[src/rtl/button_press_order_tracker_unit_defines.svh]
// Assertion macros shared by the button press order tracker.
`ifndef BUTTON_PRESS_ORDER_TRACKER_UNIT_DEFINES_SVH
`define BUTTON_PRESS_ORDER_TRACKER_UNIT_DEFINES_SVH

// Implication checked on every rising clock edge outside reset.
`define BPOT_ASSERT_IMP(label, clk, rst_n, ante, cons) \
    label: assert property (@(posedge clk) disable iff (!rst_n) (ante) |-> (cons)) \
        else $error("button tracker implication failed");

// Plain invariant checked on every rising clock edge outside reset.
`define BPOT_ASSERT_ALWAYS(label, clk, rst_n, cond) \
    label: assert property (@(posedge clk) disable iff (!rst_n) (cond)) \
        else $error("button tracker invariant failed");

`endif

[src/rtl/bpot_pkg.sv]
`timescale 1ns / 1ps

package bpot_pkg;

    localparam int NUM_BUTTONS = 8;
    localparam int HIST_DEPTH  = 10;
    localparam int IDX_W       = 3;
    localparam int PIN_W       = 4;
    localparam int PINS        = 16;
    localparam int MAP_W       = 32;
    localparam int CNT_W       = $clog2(NUM_BUTTONS);
    localparam int LEN_W       = 4;
    localparam int ORDER_W     = NUM_BUTTONS * IDX_W;
    localparam int HIST_W      = HIST_DEPTH * IDX_W;

    // Commands from the controller to the datapath.
    typedef struct packed {
        logic             capture;
        logic             compact;
        logic             append;
        logic             publish;
        logic [CNT_W-1:0] idx;
    } t_dp_cmd;

    // Status from the datapath to the controller.
    typedef struct packed {
        logic out_free;
    } t_dp_sts;

endpackage

[src/rtl/bpot_ctrl.sv]
`timescale 1ns / 1ps

module bpot_ctrl
    import bpot_pkg::*;
(
    input  logic    i_clk,
    input  logic    i_rst_n,
    input  logic    i_valid,
    output logic    o_ready,
    input  t_dp_sts i_sts,
    output t_dp_cmd o_cmd
);

    typedef enum logic [1:0] {
        ST_IDLE,
        ST_COMPACT,
        ST_APPEND,
        ST_PUBLISH
    } t_state;

    t_state           r_state;
    logic [CNT_W-1:0] r_cnt;
    logic             w_last;

    assign w_last  = (r_cnt == CNT_W'(NUM_BUTTONS - 1));
    assign o_ready = (r_state == ST_IDLE);

    always_comb begin
        o_cmd         = '0;
        o_cmd.capture = (r_state == ST_IDLE) && i_valid;
        o_cmd.compact = (r_state == ST_COMPACT);
        o_cmd.append  = (r_state == ST_APPEND);
        o_cmd.publish = (r_state == ST_PUBLISH) && i_sts.out_free;
        o_cmd.idx     = r_cnt;
    end

    always_ff @(posedge i_clk) begin
        if (!i_rst_n) begin
            r_state <= ST_IDLE;
            r_cnt   <= '0;
        end else begin
            unique case (r_state)
                ST_IDLE: begin
                    r_cnt <= '0;
                    if (i_valid) begin
                        r_state <= ST_COMPACT;
                    end
                end
                ST_COMPACT: begin
                    r_cnt <= r_cnt + 1'b1;
                    if (w_last) begin
                        r_state <= ST_APPEND;
                    end
                end
                ST_APPEND: begin
                    r_cnt <= r_cnt + 1'b1;
                    if (w_last) begin
                        r_state <= ST_PUBLISH;
                    end
                end
                ST_PUBLISH: begin
                    if (i_sts.out_free) begin
                        r_state <= ST_IDLE;
                    end
                end
                default: begin
                    r_state <= ST_IDLE;
                end
            endcase
        end
    end

endmodule

[src/rtl/bpot_dp.sv]
`timescale 1ns / 1ps

module bpot_dp
    import bpot_pkg::*;
(
    input  logic                   i_clk,
    input  logic                   i_rst_n,
    input  t_dp_cmd                i_cmd,
    output t_dp_sts                o_sts,
    input  logic                   i_cfg_we,
    input  logic [MAP_W-1:0]       i_cfg_data,
    input  logic [PINS-1:0]        i_pin_levels,
    input  logic                   i_out_ready,
    output logic                   o_out_valid,
    output logic [NUM_BUTTONS-1:0] o_held_set,
    output logic [NUM_BUTTONS-1:0] o_newly_pressed,
    output logic [NUM_BUTTONS-1:0] o_newly_released,
    output logic [ORDER_W-1:0]     o_order_entries,
    output logic [LEN_W-1:0]       o_order_count,
    output logic [HIST_W-1:0]      o_history_entries,
    output logic [LEN_W-1:0]       o_history_count
);

    logic [MAP_W-1:0]       r_map;
    logic [NUM_BUTTONS-1:0] r_held;
    logic [NUM_BUTTONS-1:0] r_down;
    logic [NUM_BUTTONS-1:0] r_up;
    logic [IDX_W-1:0]       r_list [NUM_BUTTONS];
    logic [LEN_W-1:0]       r_len;
    logic [LEN_W-1:0]       r_wp;
    logic [IDX_W-1:0]       r_hist [HIST_DEPTH];
    logic [LEN_W-1:0]       r_hlen;
    logic                   r_out_valid;
    logic [NUM_BUTTONS-1:0] r_o_held;
    logic [NUM_BUTTONS-1:0] r_o_down;
    logic [NUM_BUTTONS-1:0] r_o_up;
    logic [ORDER_W-1:0]     r_o_order;
    logic [LEN_W-1:0]       r_o_olen;
    logic [HIST_W-1:0]      r_o_hist;
    logic [LEN_W-1:0]       r_o_hlen;

    logic [NUM_BUTTONS-1:0] n_held;
    logic [NUM_BUTTONS-1:0] w_chg;
    logic [IDX_W-1:0]       w_entry;
    logic                   w_keep;
    logic [ORDER_W-1:0]     n_order;
    logic [HIST_W-1:0]      n_hist;

    // A button whose map field lies beyond the register reads pin 0.
    always_comb begin
        logic [PIN_W-1:0] pin;
        for (int b = 0; b < NUM_BUTTONS; b++) begin
            pin = '0;
            if (PIN_W * b < MAP_W) begin
                pin = r_map[PIN_W*b +: PIN_W];
            end
            n_held[b] = ~i_pin_levels[pin];
        end
    end

    assign w_chg   = r_down | r_up;
    assign w_entry = r_list[i_cmd.idx];
    assign w_keep  = ({1'b0, i_cmd.idx} < r_len) && !w_chg[w_entry];

    always_comb begin
        n_order = '0;
        for (int i = 0; i < NUM_BUTTONS; i++) begin
            if (LEN_W'(i) < r_wp) begin
                n_order[IDX_W*i +: IDX_W] = r_list[i];
            end
        end
        n_hist = '0;
        for (int i = 0; i < HIST_DEPTH; i++) begin
            if (LEN_W'(i) < r_hlen) begin
                n_hist[IDX_W*i +: IDX_W] = r_hist[i];
            end
        end
    end

    assign o_sts.out_free = !r_out_valid || i_out_ready;

    always_ff @(posedge i_clk) begin
        if (!i_rst_n) begin
            r_map       <= '0;
            r_held      <= '0;
            r_len       <= '0;
            r_wp        <= '0;
            r_hlen      <= '0;
            r_out_valid <= 1'b0;
        end else begin
            if (i_cfg_we) begin
                r_map <= i_cfg_data;
            end
            if (i_cmd.capture) begin
                r_held <= n_held;
                r_down <= n_held & ~r_held;
                r_up   <= r_held & ~n_held;
                r_wp   <= '0;
            end
            if (i_cmd.compact && w_keep) begin
                r_list[r_wp[CNT_W-1:0]] <= w_entry;
                r_wp <= r_wp + 1'b1;
            end
            if (i_cmd.append && r_down[i_cmd.idx]) begin
                if (r_wp < LEN_W'(NUM_BUTTONS)) begin
                    r_list[r_wp[CNT_W-1:0]] <= IDX_W'(i_cmd.idx);
                    r_wp <= r_wp + 1'b1;
                end
                if (r_hlen >= LEN_W'(HIST_DEPTH)) begin
                    for (int i = 0; i < HIST_DEPTH - 1; i++) begin
                        r_hist[i] <= r_hist[i+1];
                    end
                    r_hist[HIST_DEPTH-1] <= IDX_W'(i_cmd.idx);
                end else begin
                    for (int i = 0; i < HIST_DEPTH; i++) begin
                        if (LEN_W'(i) == r_hlen) begin
                            r_hist[i] <= IDX_W'(i_cmd.idx);
                        end
                    end
                    r_hlen <= r_hlen + 1'b1;
                end
            end
            if (i_cmd.publish) begin
                r_len       <= r_wp;
                r_out_valid <= 1'b1;
                r_o_held    <= r_held;
                r_o_down    <= r_down;
                r_o_up      <= r_up;
                r_o_order   <= n_order;
                r_o_olen    <= r_wp;
                r_o_hist    <= n_hist;
                r_o_hlen    <= r_hlen;
            end else if (i_out_ready) begin
                r_out_valid <= 1'b0;
            end
        end
    end

    assign o_out_valid       = r_out_valid;
    assign o_held_set        = r_o_held;
    assign o_newly_pressed   = r_o_down;
    assign o_newly_released  = r_o_up;
    assign o_order_entries   = r_o_order;
    assign o_order_count     = r_o_olen;
    assign o_history_entries = r_o_hist;
    assign o_history_count   = r_o_hlen;

endmodule

[src/rtl/button_press_order_tracker_unit.sv]
`timescale 1ns / 1ps
// Channel   | Handshake                 | Word
// ----------+---------------------------+---------------------------------------------
// input     | i_valid / o_ready         | i_pin_levels
// output    | o_valid / i_ready         | held, pressed, released, order and history
// config    | i_cfg_valid / o_cfg_ready | i_cfg_data (button pin map)
//
// Each accepted word passes through a capture step, a walk that compacts the order
// list, a walk over the buttons that appends new presses, and a step that loads the
// output register.
// Reset is synchronous and active low; it empties the order list and the history,
// clears the previous held set and the pin map, and needs no clearing pass.
// A stalled output holds the block in its final step; the next input word is
// taken in the cycle after the result has moved into the output register.

`include "button_press_order_tracker_unit_defines.svh"

module button_press_order_tracker_unit
    import bpot_pkg::*;
(
    input  logic                   i_clk,
    input  logic                   i_rst_n,
    input  logic                   i_valid,
    output logic                   o_ready,
    input  logic [PINS-1:0]        i_pin_levels,
    output logic                   o_valid,
    input  logic                   i_ready,
    output logic [NUM_BUTTONS-1:0] o_held_set,
    output logic [NUM_BUTTONS-1:0] o_newly_pressed,
    output logic [NUM_BUTTONS-1:0] o_newly_released,
    output logic [ORDER_W-1:0]     o_order_entries,
    output logic [LEN_W-1:0]       o_order_count,
    output logic [HIST_W-1:0]      o_history_entries,
    output logic [LEN_W-1:0]       o_history_count,
    input  logic                   i_cfg_valid,
    output logic                   o_cfg_ready,
    input  logic [MAP_W-1:0]       i_cfg_data
);

    t_dp_cmd w_cmd;
    t_dp_sts w_sts;

    // The pin map is a plain register, so a write is always taken.
    assign o_cfg_ready = 1'b1;

    // The controller sequences capture, compaction, append and publish.
    bpot_ctrl u_ctrl (
        .i_clk   (i_clk),
        .i_rst_n (i_rst_n),
        .i_valid (i_valid),
        .o_ready (o_ready),
        .i_sts   (w_sts),
        .o_cmd   (w_cmd)
    );

    // The datapath holds the map, the lists and the output register.
    bpot_dp u_dp (
        .i_clk             (i_clk),
        .i_rst_n           (i_rst_n),
        .i_cmd             (w_cmd),
        .o_sts             (w_sts),
        .i_cfg_we          (i_cfg_valid),
        .i_cfg_data        (i_cfg_data),
        .i_pin_levels      (i_pin_levels),
        .i_out_ready       (i_ready),
        .o_out_valid       (o_valid),
        .o_held_set        (o_held_set),
        .o_newly_pressed   (o_newly_pressed),
        .o_newly_released  (o_newly_released),
        .o_order_entries   (o_order_entries),
        .o_order_count     (o_order_count),
        .o_history_entries (o_history_entries),
        .o_history_count   (o_history_count)
    );

    // A published order list holds as many entries as there are held buttons.
    `BPOT_ASSERT_IMP(a_order_matches_held, i_clk, i_rst_n, o_valid, $countones(o_held_set) == o_order_count)
    // A newly pressed button is held, a newly released one is not.
    `BPOT_ASSERT_IMP(a_edges_consistent, i_clk, i_rst_n, o_valid, ((o_newly_pressed & ~o_held_set) == '0) && ((o_newly_released & o_held_set) == '0))
    // A published history never holds more entries than its depth.
    `BPOT_ASSERT_ALWAYS(a_history_bound, i_clk, i_rst_n, !o_valid || (o_history_count <= LEN_W'(HIST_DEPTH)))
    // Once a result is published, it is valid and the block is back to ready for a new word.
    `BPOT_ASSERT_IMP(a_publish_then_idle, i_clk, i_rst_n, w_cmd.publish, ##1 o_valid && o_ready)

endmodule

[config.mk]
export PLATFORM = sky130hd
export DESIGN_NAME = button_press_order_tracker_unit
export DESIGN_NICKNAME = d
export VERILOG_FILES = /design/src/rtl/bpot_pkg.sv /design/src/rtl/bpot_ctrl.sv /design/src/rtl/bpot_dp.sv /design/src/rtl/button_press_order_tracker_unit.sv
export VERILOG_INCLUDE_DIRS = /design/src /design/src/rtl
export SDC_FILE = /design/constraint.sdc
export NUM_CORES = 1
export LEC_CHECK = 0
export CAP_MARGIN = 20
export CORE_AREA = 2 2 135 137
export CTS_CLUSTER_DIAMETER = 200
export CTS_CLUSTER_SIZE = 25
export DETAILED_ROUTE_END_ITERATION = 10
export DIE_AREA = 0 0 137 139
export DONT_BUFFER_PORTS = 1
export MAX_ROUTING_LAYER = met4
export PLACE_DENSITY = 0.72
export SYNTH_ARGS = -nofsm -noshare
export SYNTH_HDL_FRONTEND = slang
export SYNTH_SLANG_ARGS = --single-unit
export TNS_END_PERCENT = 5
[constraint.sdc]
create_clock -name i_clk -period 5.49 [get_ports i_clk]
set_clock_uncertainty 0.15 [all_clocks]
set_input_delay 0 -clock i_clk [delete_from_list [all_inputs] [get_ports i_clk]]
set_output_delay 0 -clock i_clk [all_outputs]
set_load 0.05 [all_outputs]
==> summary.md, run 1 <==
| Metric | Value |
|---|---|
| Status | finished clean |
| Hold violation count in the final report | 0 |
| Max-cap viol count | 0 |
| GP Congestion | between 0.8 and 0.9 |
| RSZ-0062 raised after global routing | no |
| Via density | roughly 5.9 |
| Sequential-to-total area share from yosys stat | between 60% and 70% |
| Most used DFF post-synth | edfxtp_1 |
| WL/cell | between 20 and 25 um |
| CTS Buf Count | 12 |
| Initial antenna violation count | 0 |
| Final TNS setup | 0 ps |
| Fmax | 309 MHz |
| IO Pins | approximately 140 |
| Grt ovf | 0 |
| Synth Register Bits | ~220 |
| Fin crit period | 3230 ps |
| Final period utilization | 58.9% |
| Kind of critical path | register to register |
| Synth Net Count | slightly above 700 |
| Fin cells | between 900 and 1000 |
| Fraction of registers with async set or reset after synthesis | 0% |
| Fillers | about 1300 |
| Crit Path Max Fanout | 17 |
| First-pass GRT wire length | around 33000 um |
| Synth cell types | 51 |
| Worst reg-to-reg setup slack | roughly 2300 ps |
| Starting DRT DRC Count | between 300 and 400 |
| VDD IR max | approximately 0.23 mV |
| Number of global-route vias before repair | 5971 |
| Hpwl dp | 13700 um |
| Cells after DPL | 847 |
| Mapped Cells | 650 |
| Share of cells above drive strength 1 | 13.2% |
| Largest net degree at the start of global routing | 56 |
| Site Rows | 49 |
| Core box area | about 18000 um^2 |
| Post-synth EDFFs | roughly 160 |
| Placed cell areas | about 9700 um^2 |
| Netlist Area Pre-Place | ~9500 um^2 |
| Design area | between 10000 and 15000 um^2 |
| Clock Latency Late Sink | roughly 470 ps |
| Startpoint types | register |
| Via count | approximately 5700 |
| Die Width | 137 um |
| Antenna Nets Post-Route | 0 |
| # port buffers | 0 |
| Post-CTS Setup Inserts | 0 |
| Worst slew pin tran | roughly 720 ps |
| Total Routing Usage GR | 22.9% |
| Final setup fails | 0 |
| Worst-path clk slew | ~100 ps |
| Power per cell area | around 330 nW/um^2 |
| CP endpoint kind | register |
| # diodes | 0 |
| Final Power | around 3.7 mW |
| Mean Syn Cell Area | around 15 um^2 |
| Starting Density | a little over half |
| Leak Pwr | 3.79 nW |
| # clock sinks | ~220 |
| Synth warn | 0 |
| Hold crit path type | input pin to register |
| Die H | roughly 140 um |
| Synthesis-to-finish area growth | 15.0% |
| Initial DRT Pass Iterations | 4 |
| Critical Path AT | around 3300 ps |
| Slew Viols, Final | 0 |
| Relative slew slack | a little over half |
| Die area | roughly 19000 um^2 |
| CTS root buf | clkbuf_16 |
| H-tree depth | 1 |
| Worst Path Required | between 5000 and 6000 ps |
| Longest Clk Path Bufs | 3 |
| Detailed-route DRC error count | 0 |
| Drt total wl | ~21000 um |
| Nets | 788 |
| CTS tree | built |
[flip-flops by register name, summed over array words and instances (netlist names), named ones only]
register                flops
u_dp.r_hist                30
u_dp.r_list                24
u_dp.r_hlen                 4
u_dp.r_map                 32
u_dp.o_order_entries       24
u_dp.r_down                 8
u_ctrl.r_cnt                3
u_dp.o_order_count          4
u_dp.r_len                  4
u_dp.r_up                   8
u_dp.o_history_entries     30
u_dp.r_held                 8
u_dp.o_newly_released       8
u_dp.r_wp                   4
u_ctrl.r_state              2
u_dp.o_held_set             8
u_dp.o_out_valid            1
u_dp.o_newly_pressed        8
u_dp.o_history_count        4
[cell type report]
cell class	count	area (um^2)	share of cell area, %
multi-input cells	385	3420	31.2
well taps	229	287	2.62
repair buffers	94	935	8.54
clock inverters	1	8.76	0.0800
inverters	12	45.0	0.411
flip-flops and latches	217	5910	53.9
clock buffers	19	348	3.18
[where the power goes]
group	internal, mW	leakage (nW)	switching (mW)
clock	0.445	0.172	0.503
sequential	1.91	1.95	0.215
combinational	0.289	1.66	0.306
[final timing paths]
check                  start                  endpoint  cells past startpoint
max          u_ctrl.r_cnt[0]         u_dp.r_list[5][0]                      6
min          i_pin_levels[2]            u_dp.r_down[6]                      3
max reg2reg  u_ctrl.r_cnt[0]         u_dp.r_list[5][0]                      6
min reg2reg     u_dp.r_up[5]  u_dp.o_newly_released[5]                      0
[logic make-up after synthesis]
| family | synth area share, % |
|---|---|
| flip-flops | 62.0 |
| AND/OR/NAND/NOR | 11.3 |
| multiplexers | 19.5 |
| buffers and inverters | 2.12 |
| AO/OA/AOI/OAI | 3.13 |
| adder cells (fa/ha/maj) | 1.71 |
| XOR/XNOR | 0.184 |
| other | 0.0394 |
[cells in the final DEF (no fill, tap or decap), drive strengths merged, types with 19 or more instances in the layout]
| cell type | n |
|---|---|
| dlygate4sd3 | 90 |
| nor2b | 41 |
| dfxtp | 61 |
| mux2 | 32 |
| clkbuf | 19 |
| mux2i | 41 |
| nor2 | 79 |
| mux4 | 48 |
| nand2 | 20 |
| and2 | 22 |
| edfxtp | 156 |
[cell usage after synthesis (3+ instances only)]
cell / n / area share, %
a211oi_1: 9 / 0.71
a21boi_0: 4 / 0.32
a21oi_1: 11 / 0.58
and2_1: 22 / 1.4
and3_1: 6 / 0.39
buf_1: 5 / 0.20
clkbuf_1: 26 / 1.0
dfxtp_1: 61 / 13
edfxtp_1: 156 / 49
ha_1: 13 / 1.7
inv_1: 12 / 0.47
mux2_1: 14 / 1.7
mux2_2: 16 / 1.9
mux2i_1: 41 / 4.3
mux4_2: 48 / 11
nand2_1: 20 / 0.79
nand2b_1: 8 / 0.53
nand3_1: 7 / 0.37
nand3b_1: 3 / 0.24
nor2_1: 78 / 3.1
nor2b_1: 41 / 2.7
nor3_1: 8 / 0.42
nor3_2: 3 / 0.32
o21ai_0: 3 / 0.16
or3_1: 3 / 0.20
[critical path, stage by stage, from the launching register on]
cell and delay (ps):
dfxtp_1 800, mux4_2 580, mux2i_1 170, nor2b_1 110, and2_1 290, nor2b_1 230
o21ai_0 610
[layer usage]
layer | wire length (um) | track usage (%) | up-vias
li1 | - | - | 2556
met1 | 7880 | 25.9 | 2833
met2 | 11100 | 40.1 | 243
met3 | 1370 | 4.71 | 53
met4 | 656 | 7.76 | 0
met5 | 0 | - | -
[stage by stage]
step                utilization [%]  hold slack (ps)  setup WS, ps
floorplan                         -            -2.77           216
global placement               54.8            -25.9          2400
detailed placement             54.9            -26.0          2270
CTS                            62.0             9.06          2250
global route                   62.0             25.7          1910
finish                         62.0             32.6          2260
[repair_timing]
item	in CTS	in global routing
resized for setup	0	0
hold buffers	90	0
hold endpoints to repair	80	0
No activity file was read; power rests on OpenSTA's default activity.
==> inputs of run 2 (changes only) <==
--- a/config.mk
+++ b/config.mk
@@ -14,7 +14,7 @@
 export DIE_AREA = 0 0 137 139
 export DONT_BUFFER_PORTS = 1
 export MAX_ROUTING_LAYER = met4
-export PLACE_DENSITY = 0.72
+export PLACE_DENSITY = 0.7
 export SYNTH_ARGS = -nofsm -noshare
 export SYNTH_HDL_FRONTEND = slang
 export SYNTH_SLANG_ARGS = --single-unit
==> constraint.sdc (replaced) <==
create_clock -name i_clk -period 3.25 [get_ports i_clk]
set_clock_uncertainty 0.15 [all_clocks]
set_input_delay 0 -clock i_clk [delete_from_list [all_inputs] [get_ports i_clk]]
set_output_delay 0 -clock i_clk [all_outputs]
set_load 0.05 [all_outputs]
==> run 2 against run 1 <==
  * Clock power up 68%
  * Non-clock buffer count up 6
  * Setup slack worse by 2100 ps
  * Worst hold slack worse by 33 ps
  * Die area unchanged
  * Critical path depth up 1
  * Clock-buffer cell count unchanged
  * Sequential cell count unchanged
==> summary.md, run 2 (synthesis results as in run 1) <==
| Metric | Value |
|---|---|
| Dpl ws | 48.8 ps (-2220 ps) |
| RSZ-0062 raised after global routing | yes |
| Synthesis-to-finish area growth | 15.8% |
| Hold violation count in the final report | 0 (unchanged) |
| Final hold slack | 0.0264 ps (-32.5 ps) |
| Power per cell area | 564 nW/um^2 (+69%) |
| First-pass GRT wire length | 32500 um (-0.57%) |
| Die Width | 137 um (unchanged) |
| RR Endpoint | u_dp.r_list[1][1] |
| Antenna Nets Post-Route | 0 (unchanged) |
| Number of global-route vias before repair | 6007 (+0.60%) |
| # diodes | 0 (unchanged) |
| Status | finished clean |
| Fmax | 319 MHz (+3.3%) |
| Share of cells above drive strength 1 | 14.7% (+1.5 points) |
| Critical Path AT | 3120 ps (-140 ps) |
| Worst reg-to-reg setup slack | 120 ps (-2140 ps) |
| WL/cell | 21.3 um (-3.2%) |
| Comb pwr share | 17.4% (+1.2 points) |
| Worst Path Required | 3240 ps (-2280 ps) |
| Nets | 794 (+0.76%) |
| Most frequent cells in the layout | edfxtp_1, dlygate4sd3_1, nor2_1, dfxtp_1, mux4_2 |
| Via count | 5656 (-0.51%) |
| CTS Buf Count | 12 (unchanged) |
| IO Pins | 142 (unchanged) |
| Worst setup margin | 119 ps (-2140 ps) |
| Hold crit path type | input pin to register |
| Crit path capture | u_dp.r_list[1][1] |
| # clock sinks | 217 (unchanged) |
| Via density | 5.87 (-1.1%) |
| Die H | 139 um (unchanged) |
| Fin cells | 963 (+0.63%) |
| Detailed-route DRC error count | 0 (unchanged) |
| Clock share of power | 25.6% (-0.3 points) |
| Clock Latency Late Sink | 470 ps (about the same) |
| Met1 Use GR | 27.6% (+1.7 points) |
| Net Sw Power | 1.74 mW (+70%) |
| # port buffers | 0 (unchanged) |
| Biggest register | u_dp.r_map |
| Internal | 4.48 mW (+70%) |
| Largest register FFs | 32 (unchanged) |
| M2 GR Usage | 37.7% (-2.4 points) |
| Drt total wl | 20500 um (-2.6%) |
| Final period utilization | 96.3% (+37 points) |
| Grt ovf | 0 (unchanged) |
| GP Congestion | 0.824 (-3.8%) |
| Kind of critical path | register to register |
| CP endpoint kind | register |
| Max-cap viol count | 0 (unchanged) |
| Core box area | 17700 um^2 (unchanged) |
| Total Routing Usage GR | 22.6% (-0.35 points) |
| Most common cell after layout, fill and taps aside | edfxtp_1 |
| Relative slew slack | 44.4% (-7.7 points) |
| Largest net degree at the start of global routing | 87 (+55%) |
| Worst-path clk slew | 100 ps (about the same) |
| Site Rows | 49 (unchanged) |
| Leak Pwr | 3.82 nW (+0.90%) |
| Final TNS setup | 0 ps (unchanged) |
| Longest Clk Path Bufs | 3 (unchanged) |
| Post-CTS Setup Inserts | 0 (unchanged) |
| Startpoint types | register |
| Final setup fails | 0 (unchanged) |
| Min-delay src | i_valid |
| CTS tree | built |
| Crit Path Max Fanout | 9 (-8) |
| CTS root buf | clkbuf_16 |
| H-tree depth | 1 (unchanged) |
| Initial antenna violation count | 0 (unchanged) |
| Sequential share of power | 57.0% (-0.9 points) |
| Initial DRT Pass Iterations | 5 (+1) |
| Sw Ratio | 27.9% (about the same) |
| Fin crit period | 3130 ps (-102 ps) |
| Cells after DPL | 852 (+0.59%) |
| Hpwl dp | 13500 um (-1.5%) |
| Busiest grt layer | met2 |
| Starting Density | 53.9% (unchanged) |
| Worst slew pin tran | 825 ps (+107 ps) |
| Slew Viols, Final | 0 (unchanged) |
| Met3 Usage GRT | 3.98% (-0.73 points) |
| VDD IR max | 0.382 mV (+66%) |
| Die area | 19000 um^2 (unchanged) |
| R2R depth | 7 (+1) |
| Starting DRT DRC Count | 471 (+19%) |
run 2: worst max-delay path: stages (launching register included):
cell and delay [ps]:
dfxtp_1 530, mux4_2 550, mux2_4 320, mux4_2 270, nor2_4 50, o31ai_4 400
nand2_1 220, nor2_1 310
run 2: how the worst min path moves through the flow:
stage | endpoint | slack [ps] | depth (start not counted)
2_1_floorplan | u_dp.r_map[0] | -3 | 2
3_3_place_gp | u_dp.r_hlen[3] | -30 | 1
3_5_place_dp | u_dp.r_hlen[3] | -30 | 1
4_1_cts | u_dp.r_held[2] | 1 | 3
5_1_grt | u_dp.r_down[3] | 40 | 3
6_report | u_dp.r_held[2] | 0.03 | 3
run 2: area by class of cell:
| type | count | area [um^2] |
|---|---|---|
| Multi-Input combinational cell | 385 | 3440 |
| Tap cell | 229 | 287 |
| Sequential cell | 217 | 5910 |
| Clock inverter | 1 | 8.76 |
| Inverter | 12 | 45.0 |
| Timing Repair Buffer | 100 | 991 |
| Fill cell | 1332 | 6630 |
| Clock buffer | 19 | 348 |
run 2: per-stage QoR:
stage	utilization [%]	power, mW	cell area, um^2
6_report	62.4	6.22	11000
5_1_grt	62.4	6.48	11000
4_1_cts	62.3	6.24	11000
3_5_place_dp	55.2	4.54	9740
3_3_place_gp	55.2	4.50	9740
2_1_floorplan	-	4.30	9530
run 2: power by group through the flow:
stage | combinational [mW] | clock [mW] | sequential [mW]
floorplan | 0.771 | 0 | 3.53
global placement | 0.898 | 0 | 3.60
detailed placement | 0.935 | 0 | 3.61
CTS | 1.07 | 1.63 | 3.54
global route | 1.18 | 1.74 | 3.57
finish | 1.08 | 1.59 | 3.54
run 2: metal layers:
metal | vias up | wire length (um)
li1 | 2571 | -
met4 | 0 | 584
met2 | 221 | 10500
met1 | 2822 | 8180
met5 | - | 0
met3 | 42 | 1210
run 2: repair_timing:
item,CTS,global route
hold buffers,91,0
hold endpoints to repair,88,0
setup endpoints to repair,0,13
resized for setup,0,7
